`src/rtl/npc_pkg.sv`:
```
// Shared types and constants for the nearest palette color search.
package npc_pkg;

    localparam int CHAN_W = 8;
    localparam int SQ_W   = 2 * CHAN_W;
    localparam int DIST_W = SQ_W + 2;
    localparam int COLOR_W = 3 * CHAN_W;

    localparam logic REQ_WRITE = 1'b0;
    localparam logic REQ_QUERY = 1'b1;

    // commands from the controller to the datapath
    typedef struct packed {
        logic wr_en;
        logic start;
        logic issue;
        logic load_out;
    } npc_cmd_t;

    // status from the datapath to the controller
    typedef struct packed {
        logic addr_last;
        logic pipe_busy;
    } npc_status_t;

endpackage

```
`src/rtl/npc_ctrl.sv`:
```
// Controller state machine for the nearest palette color search.
module npc_ctrl
(
    input  logic                 clk,
    input  logic                 rst_n,
    input  logic                 in_valid,
    output logic                 in_stall,
    input  logic                 req_type,
    output logic                 out_valid,
    input  logic                 out_stall,
    input  npc_pkg::npc_status_t status,
    output npc_pkg::npc_cmd_t    cmd
);

    typedef enum logic [3:0] {
        ST_IDLE   = 4'b0001,
        ST_SCAN   = 4'b0010,
        ST_FLUSH  = 4'b0100,
        ST_RESULT = 4'b1000
    } state_t;

    state_t state_reg;
    state_t state_next;
    logic   out_valid_reg;
    logic   out_valid_next;
    logic   in_beat;

    assign in_stall  = (state_reg != ST_IDLE);
    assign in_beat   = in_valid && !in_stall;
    assign out_valid = out_valid_reg;

    always_comb
    begin
        state_next   = state_reg;
        cmd.wr_en    = 1'b0;
        cmd.start    = 1'b0;
        cmd.issue    = 1'b0;
        cmd.load_out = 1'b0;
        unique case (state_reg)
            ST_IDLE:
            begin
                if (in_beat)
                begin
                    if (req_type == npc_pkg::REQ_QUERY)
                    begin
                        cmd.start  = 1'b1;
                        state_next = ST_SCAN;
                    end
                    else
                    begin
                        cmd.wr_en = 1'b1;
                    end
                end
            end
            ST_SCAN:
            begin
                cmd.issue = 1'b1;
                if (status.addr_last)
                begin
                    state_next = ST_FLUSH;
                end
            end
            ST_FLUSH:
            begin
                if (!status.pipe_busy)
                begin
                    state_next = ST_RESULT;
                end
            end
            ST_RESULT:
            begin
                // hold the result until the output register is free
                if (!out_valid_reg || !out_stall)
                begin
                    cmd.load_out = 1'b1;
                    state_next   = ST_IDLE;
                end
            end
            default:
            begin
                state_next = ST_IDLE;
            end
        endcase
    end

    always_comb
    begin
        out_valid_next = out_valid_reg;
        if (cmd.load_out)
        begin
            out_valid_next = 1'b1;
        end
        else if (out_valid_reg && !out_stall)
        begin
            out_valid_next = 1'b0;
        end
    end

    always_ff @(posedge clk or negedge rst_n)
    begin
        if (!rst_n)
        begin
            state_reg     <= ST_IDLE;
            out_valid_reg <= 1'b0;
        end
        else
        begin
            state_reg     <= state_next;
            out_valid_reg <= out_valid_next;
        end
    end

    assert property (@(posedge clk) disable iff (!rst_n)
        cmd.load_out |-> (!out_valid_reg || !out_stall))
        else $error("result loaded over a pending beat");

    assert property (@(posedge clk) disable iff (!rst_n)
        (in_beat && req_type == npc_pkg::REQ_QUERY) |=> (state_reg == ST_SCAN))
        else $error("query beat did not start a scan");

    assert property (@(posedge clk) disable iff (!rst_n)
        (state_reg == ST_FLUSH && !status.pipe_busy) |=> (state_reg == ST_RESULT))
        else $error("drained scan did not reach result state");

    assert property (@(posedge clk) disable iff (!rst_n)
        !(cmd.wr_en && (cmd.issue || cmd.start)))
        else $error("palette write during a scan");

endmodule

```
`config.mk`:
```
export PLATFORM = sky130hd
export DESIGN_NAME = npc_ctrl
export DESIGN_NICKNAME = d
export VERILOG_FILES = /design/src/rtl/npc_pkg.sv /design/src/rtl/npc_ctrl.sv
export SDC_FILE = /design/constraint.sdc
export NUM_CORES = 1
export LEC_CHECK = 0
export BUFFER_PORTS_ARGS = -buffer_cell sky130_fd_sc_hd__buf_2
export CAP_MARGIN = 20
export CORE_AREA = 4 4 41 43
export CTS_CLUSTER_SIZE = 20
export DETAILED_ROUTE_END_ITERATION = 12
export DIE_AREA = 0 0 45 47
export HOLD_SLACK_MARGIN = 0.06
export PLACE_DENSITY = 0.54
export SYNTH_ARGS = -nofsm -noshare
export SYNTH_HDL_FRONTEND = slang
export SYNTH_SLANG_ARGS = --single-unit
```
`constraint.sdc`:
```
create_clock -name clk -period 2.96 [get_ports clk]
set_input_delay 0.148 -clock clk [delete_from_list [all_inputs] [get_ports clk]]
set_output_delay 0.148 -clock clk [all_outputs]
set_load 0.05 [all_outputs]
```
==> flow_metrics.env, run 1 <==
export IMPL_grt_use_total=0.0952
export IMPL_reg2reg_to="state_reg[0]"
export IMPL_synth_top_area_share=0.272
export IMPL_drc=0
export IMPL_skew_ns=0.00491
export IMPL_place_congestion=0.638
export IMPL_path_clk_slew_ns=0.05
export IMPL_grt_pass1_wl_um=1390
export IMPL_dp_cells=60
export IMPL_die_x_um=45
export IMPL_max_cap_violations=0
export IMPL_fin_area_sq_um=454
export IMPL_antenna_found_initial=0
export IMPL_fin_setup_tns_ns=0
export IMPL_synth_cells=37
export IMPL_initial_core_util=0.283
export IMPL_cts_buffers=3
export IMPL_slowest_delay_ns=0.61
export IMPL_cts_path_max_buffers=2
export IMPL_grt_pass1_vias=324
export IMPL_min_to="out_valid"
export IMPL_cp_required_ns=2.81
export IMPL_post_route_period_util=0.664
export IMPL_grt_overflow=0
export IMPL_dp_hpwl_um=564
export IMPL_path_max_fanout=11
export IMPL_hold_class="input pin to register"
export IMPL_drive_gt1_frac=0.360
export IMPL_place_area_sq_um=418
export IMPL_place_ws_ns=1.26
export IMPL_cts_tree="done"
export IMPL_crit_start="state_reg[0]"
export IMPL_syn_avg_cell_area_sq_um=9.94
export IMPL_core_area_sq_mm=0.00130
export IMPL_slew_headroom=0.749
export IMPL_drt_iter0_drc=3
export IMPL_dieArea_sq_mm=0.00212
export IMPL_worst_slack_ns=0.994
export IMPL_crit_chain="or4b_4, nor3b_2, buf_2"
export IMPL_cts_htree_levels=1
export IMPL_hold_viol_final=0
export IMPL_r2r_start="state_reg[2]"
export IMPL_wl_per_cell_um=12.9
export IMPL_status="complete, no violations"
export IMPL_crit_slowest_cell="dfstp_2"
export IMPL_finalCriticalPeriod_ns=1.97
export IMPL_syn_area_sq_um=368
export IMPL_synth_edff_count=0
export IMPL_r2r_slack_ns=1.54
export IMPL_ys_ff_latch=5
export IMPL_ctsResizeCount=0
export IMPL_max_vdd_ir_drop_mv=0.179
export IMPL_n_antenna_cell=0
export IMPL_place_port_buffers=12
export IMPL_clk_latency_ns=0.25
export IMPL_grt_start_max_net_pins=14
export IMPL_ctsHoldBuffers=1
export IMPL_min_path_cells=3
export IMPL_post_cts_buffers=0
export IMPL_stdcell_count=65
export IMPL_first_pass_iters=4
export IMPL_viasPerCell=5.02
export IMPL_worst_slew_pin_slew_ns=0.376
export IMPL_ant_nets=0
export IMPL_ys_warn_count=0
export IMPL_worstRegToRegCells=3
export IMPL_async_reset_ff_frac=1.00
export IMPL_power_density_mw_per_mm2=648
export IMPL_synth_top_area_cell="dfrtp_1"
export IMPL_rsz0062_at_grt="no"
export IMPL_ys_types=24
export IMPL_largest_reg_flops=4
export IMPL_drv_slew=0
export IMPL_p_leak_uw=0.000200
export IMPL_syn2layout_area_growth_pct=23.5
export IMPL_min_delay_start="out_stall"
export IMPL_timing_fmax_ghz=0.509
export IMPL_crit_path_start_kind="register"
export IMPL_vias=326
export IMPL_holdWs_ns=0.160
export IMPL_crit_type="register to output pin"
export IMPL_arrival_ns=1.82
export IMPL_cts_sinks=5
export IMPL_synthFlopType="dfrtp_1"
export IMPL_wl_um=839
export IMPL_synth_common_cells="dfrtp_1, nand2_1, a211oi_1"
export IMPL_clockRootBuffer="clkbuf_4"
export IMPL_nets=58
export IMPL_netlist_top_cells_area="dfrtp_1, dfstp_2, a211oi_1"
export IMPL_final_setup_viol_count=0
export IMPL_endpoint_kind="output pin"
export IMPL_seq_area_frac_synth=0.344
export IMPL_synth_nets=44
export IMPL_rows=13
export IMPL_die_h_um=47
export IMPL_ios=13
## stage by stage
| stage | power, uW | utilization |
|---|---|---|
| 2_1_floorplan | 193 | - |
| 3_3_place_gp | 210 | 0.321 |
| 3_5_place_dp | 210 | 0.321 |
| 4_1_cts | 298 | 0.349 |
| 5_1_grt | 312 | 0.349 |
| 6_report | 294 | 0.349 |
## cell families after synthesis
logic type,Yosys count,synth area share
and+or+nand+nor,20,0.405
AOI/OAI and AO/OA,8,0.173
DFF,5,0.344
buffers and inverters,4,0.0782
## critical path, delay by kind of cell, from the launching register on
kind | cells | cell delay, ns
and+or+nand+nor | 2 | 0.68
DFF | 1 | 0.61
buffers and inverters | 1 | 0.28
## layout by cell type (no fill, tap or decap)
master         instances
nor2_1                 2
nor3b_1                1
nor3_1                 1
a211o_1                1
nor2b_1                1
nand2_1                4
a311o_1                1
or4b_4                 1
dfstp_2                1
nor4b_1                2
clkbuf_4               3
nor4bb_1               1
a31oi_1                1
clkbuf_1               1
buf_2                 12
nand3b_1               2
dlygate4sd3_1          1
o221a_1                1
dfrtp_1                4
a211oi_1               3
nand4b_1               1
a21oi_1                1
and4bb_1               1
or3b_1                 2
nor3b_2                1
## how the worst max path moves through the flow
stage / endpoint / slack (ns) / cells after the start
after floorplan: cmd[1] / 0.64 / 2
after global placement: cmd[3] / 1.29 / 3
after detailed placement: cmd[3] / 1.26 / 3
after CTS: cmd[3] / 0.98 / 3
after global routing: cmd[3] / 0.95 / 3
final: cmd[3] / 0.99 / 3
## area by class of cell
type	count	area, sq um
Multi-Input combinational cell	28	213
Sequential cell	5	126
Fill cell	141	847
Tap cell	15	18.8
Clock buffer	4	26.3
Timing Repair Buffer	13	70.1
## report_power, final
group          switching [uW]  internal [uW]
Clock                    31.4           51.2
Sequential               19.9           79.8
Combinational            67.1           44.9
## layer usage
layer | up-vias | wire [um] | track usage
met5 | - | 0 | 0
met4 | 0 | 19 | 0.0702
met3 | 2 | 58 | 0.0268
met2 | 13 | 348 | 0.127
met1 | 141 | 413 | 0.129
li1 | 170 | - | -
Power figures use the tool's default switching activity.
==> run 2: changes to the inputs <==
- PLACE_DENSITY: 0.54 -> 0.56
- clock period: 2.96 -> 1.8 ns (I/O delays scaled with it)
==> flow_metrics.env, run 2 (synthesized netlist as in run 1, its figures left out) <==
export IMPL_dieArea_sq_mm=0.00212
export IMPL_cts_path_max_buffers=2
export IMPL_dp_cells=64
export IMPL_worst_slew_pin_slew_ns=0.242
export IMPL_initial_core_util=0.283
export IMPL_core_area_sq_mm=0.00130
export IMPL_grt_pass1_wl_um=1510
export IMPL_cp_required_ns=1.71
export IMPL_cts_sinks=5
export IMPL_rsz0062_at_grt="no"
export IMPL_largest_reg_flops=4
export IMPL_cts_tree="done"
export IMPL_first_pass_iters=3
export IMPL_grt_use_total=0.102
export IMPL_post_route_period_util=0.953
export IMPL_ios=13
export IMPL_fin_area_sq_um=505
export IMPL_crit_path_start_kind="register"
export IMPL_vias=366
export IMPL_finalCriticalPeriod_ns=1.72
export IMPL_syn2layout_area_growth_pct=37.4
export IMPL_viasPerCell=5.30
export IMPL_rows=13
export IMPL_hold_class="input pin to register"
export IMPL_max_vdd_ir_drop_mv=0.316
export IMPL_cts_htree_levels=1
export IMPL_layout_common_cells="buf_2, nand2_1, dfrtp_1, buf_4"
export IMPL_slew_headroom=0.836
export IMPL_crit_type="register to output pin"
export IMPL_nets=62
export IMPL_wl_um=879
export IMPL_stdcell_count=69
export IMPL_die_h_um=47
export IMPL_dp_hpwl_um=670
export IMPL_timing_fmax_ghz=0.583
export IMPL_die_x_um=45
export IMPL_max_cap_violations=0
export IMPL_cts_buffers=3
export IMPL_final_util=0.388
export IMPL_grt_pass1_vias=356
export IMPL_holdWs_ns=0.0931
export IMPL_grt_overflow=0
export IMPL_status="complete, no violations"
export IMPL_n_antenna_cell=0
export IMPL_grt_start_max_net_pins=13
export IMPL_path_max_fanout=3
export IMPL_p_total_uw=513
export IMPL_antenna_found_initial=0
export IMPL_drive_gt1_frac=0.444
export IMPL_n_fill_cell=154
export IMPL_endpoint_kind="output pin"
export IMPL_wl_per_cell_um=12.7
export IMPL_mostFrequentLayoutCell="buf_2"
export IMPL_drv_slew=0
export IMPL_clk_latency_ns=0.25
export IMPL_power_density_mw_per_mm2=1010
export IMPL_drc=0
export IMPL_worstRegToRegCells=4
export IMPL_drt_iter0_drc=2
export IMPL_clockRootBuffer="clkbuf_4"
export IMPL_place_congestion=0.728
export IMPL_place_area_sq_um=463
export IMPL_path_clk_slew_ns=0.04
export IMPL_min_path_cells=3
export IMPL_arrival_ns=1.63
export IMPL_skew_ns=0.000746
export IMPL_ant_nets=0
export IMPL_place_port_buffers=12
export IMPL_hold_viol_final=0
export IMPL_final_setup_viol_count=0
export IMPL_p_leak_uw=0.000224
run 2: cell count changes in the layout (fill, tap and decap cells not counted), sizes merged:
cell | before | now
buf | 12 | 16
run 2: power breakdown:
| part | internal (uW) | total (uW) | switching (uW) |
|---|---|---|---|
| sequential | 130 | 136 | 5.68 |
| clock | 83.9 | 132 | 48.0 |
| combinational | 97.4 | 245 | 147 |
| total | 312 | 513 | 201 |
run 2: final cells by class:
class                      instances  area, sq um  share of cell area
multi-input combinational         28          228               0.450
clock buffer                       4         26.3              0.0520
sequential                         5          126               0.250
timing repair buffer              17          106               0.210
tap                               15         18.8              0.0371
run 2: final timing paths:
path                                    from      endpoint  slack, ns
worst min register to register     out_valid     out_valid       0.55
worst max-delay path            state_reg[0]        cmd[3]       0.08
min in group asynchronous              rst_n  state_reg[1]       0.18
max in group asynchronous              rst_n  state_reg[0]       1.41
worst min-delay path               out_stall     out_valid       0.09
worst max register to register  state_reg[2]  state_reg[0]       0.39
run 2: critical path, stage by stage (launching register included):
cell     delay, ns
dfstp_2       0.52
or4b_4        0.49
nor3b_4       0.19
buf_6         0.18
run 2: per-layer routing:
metal,track usage,wire [um],share of wire,vias to the layer above
met2,0.158,413,0.47,13
met4,0.0877,28,0.032,0
met1,0.113,379,0.43,168
li1,-,-,-,180
met5,0,0,0,-
met3,0.0345,58,0.066,5
run 2: repair_timing:
item | 4_1_cts | 5_1_grt
endpoints found under the setup margin | 1 | 1
resized for setup | 1 | 1
buffers inserted | 0 | 0
endpoints found under the hold margin | 5 | 0
hold buffers | 1 | 0
run 2: metrics by stage:
stage          setup TNS (ns)  setup slack (ns)
6_report                    0            0.0841
3_5_place_dp                0             0.266
4_1_cts                     0            0.0563
3_3_place_gp                0             0.275
2_1_floorplan         -0.0332           -0.0332
5_1_grt                     0            0.0181
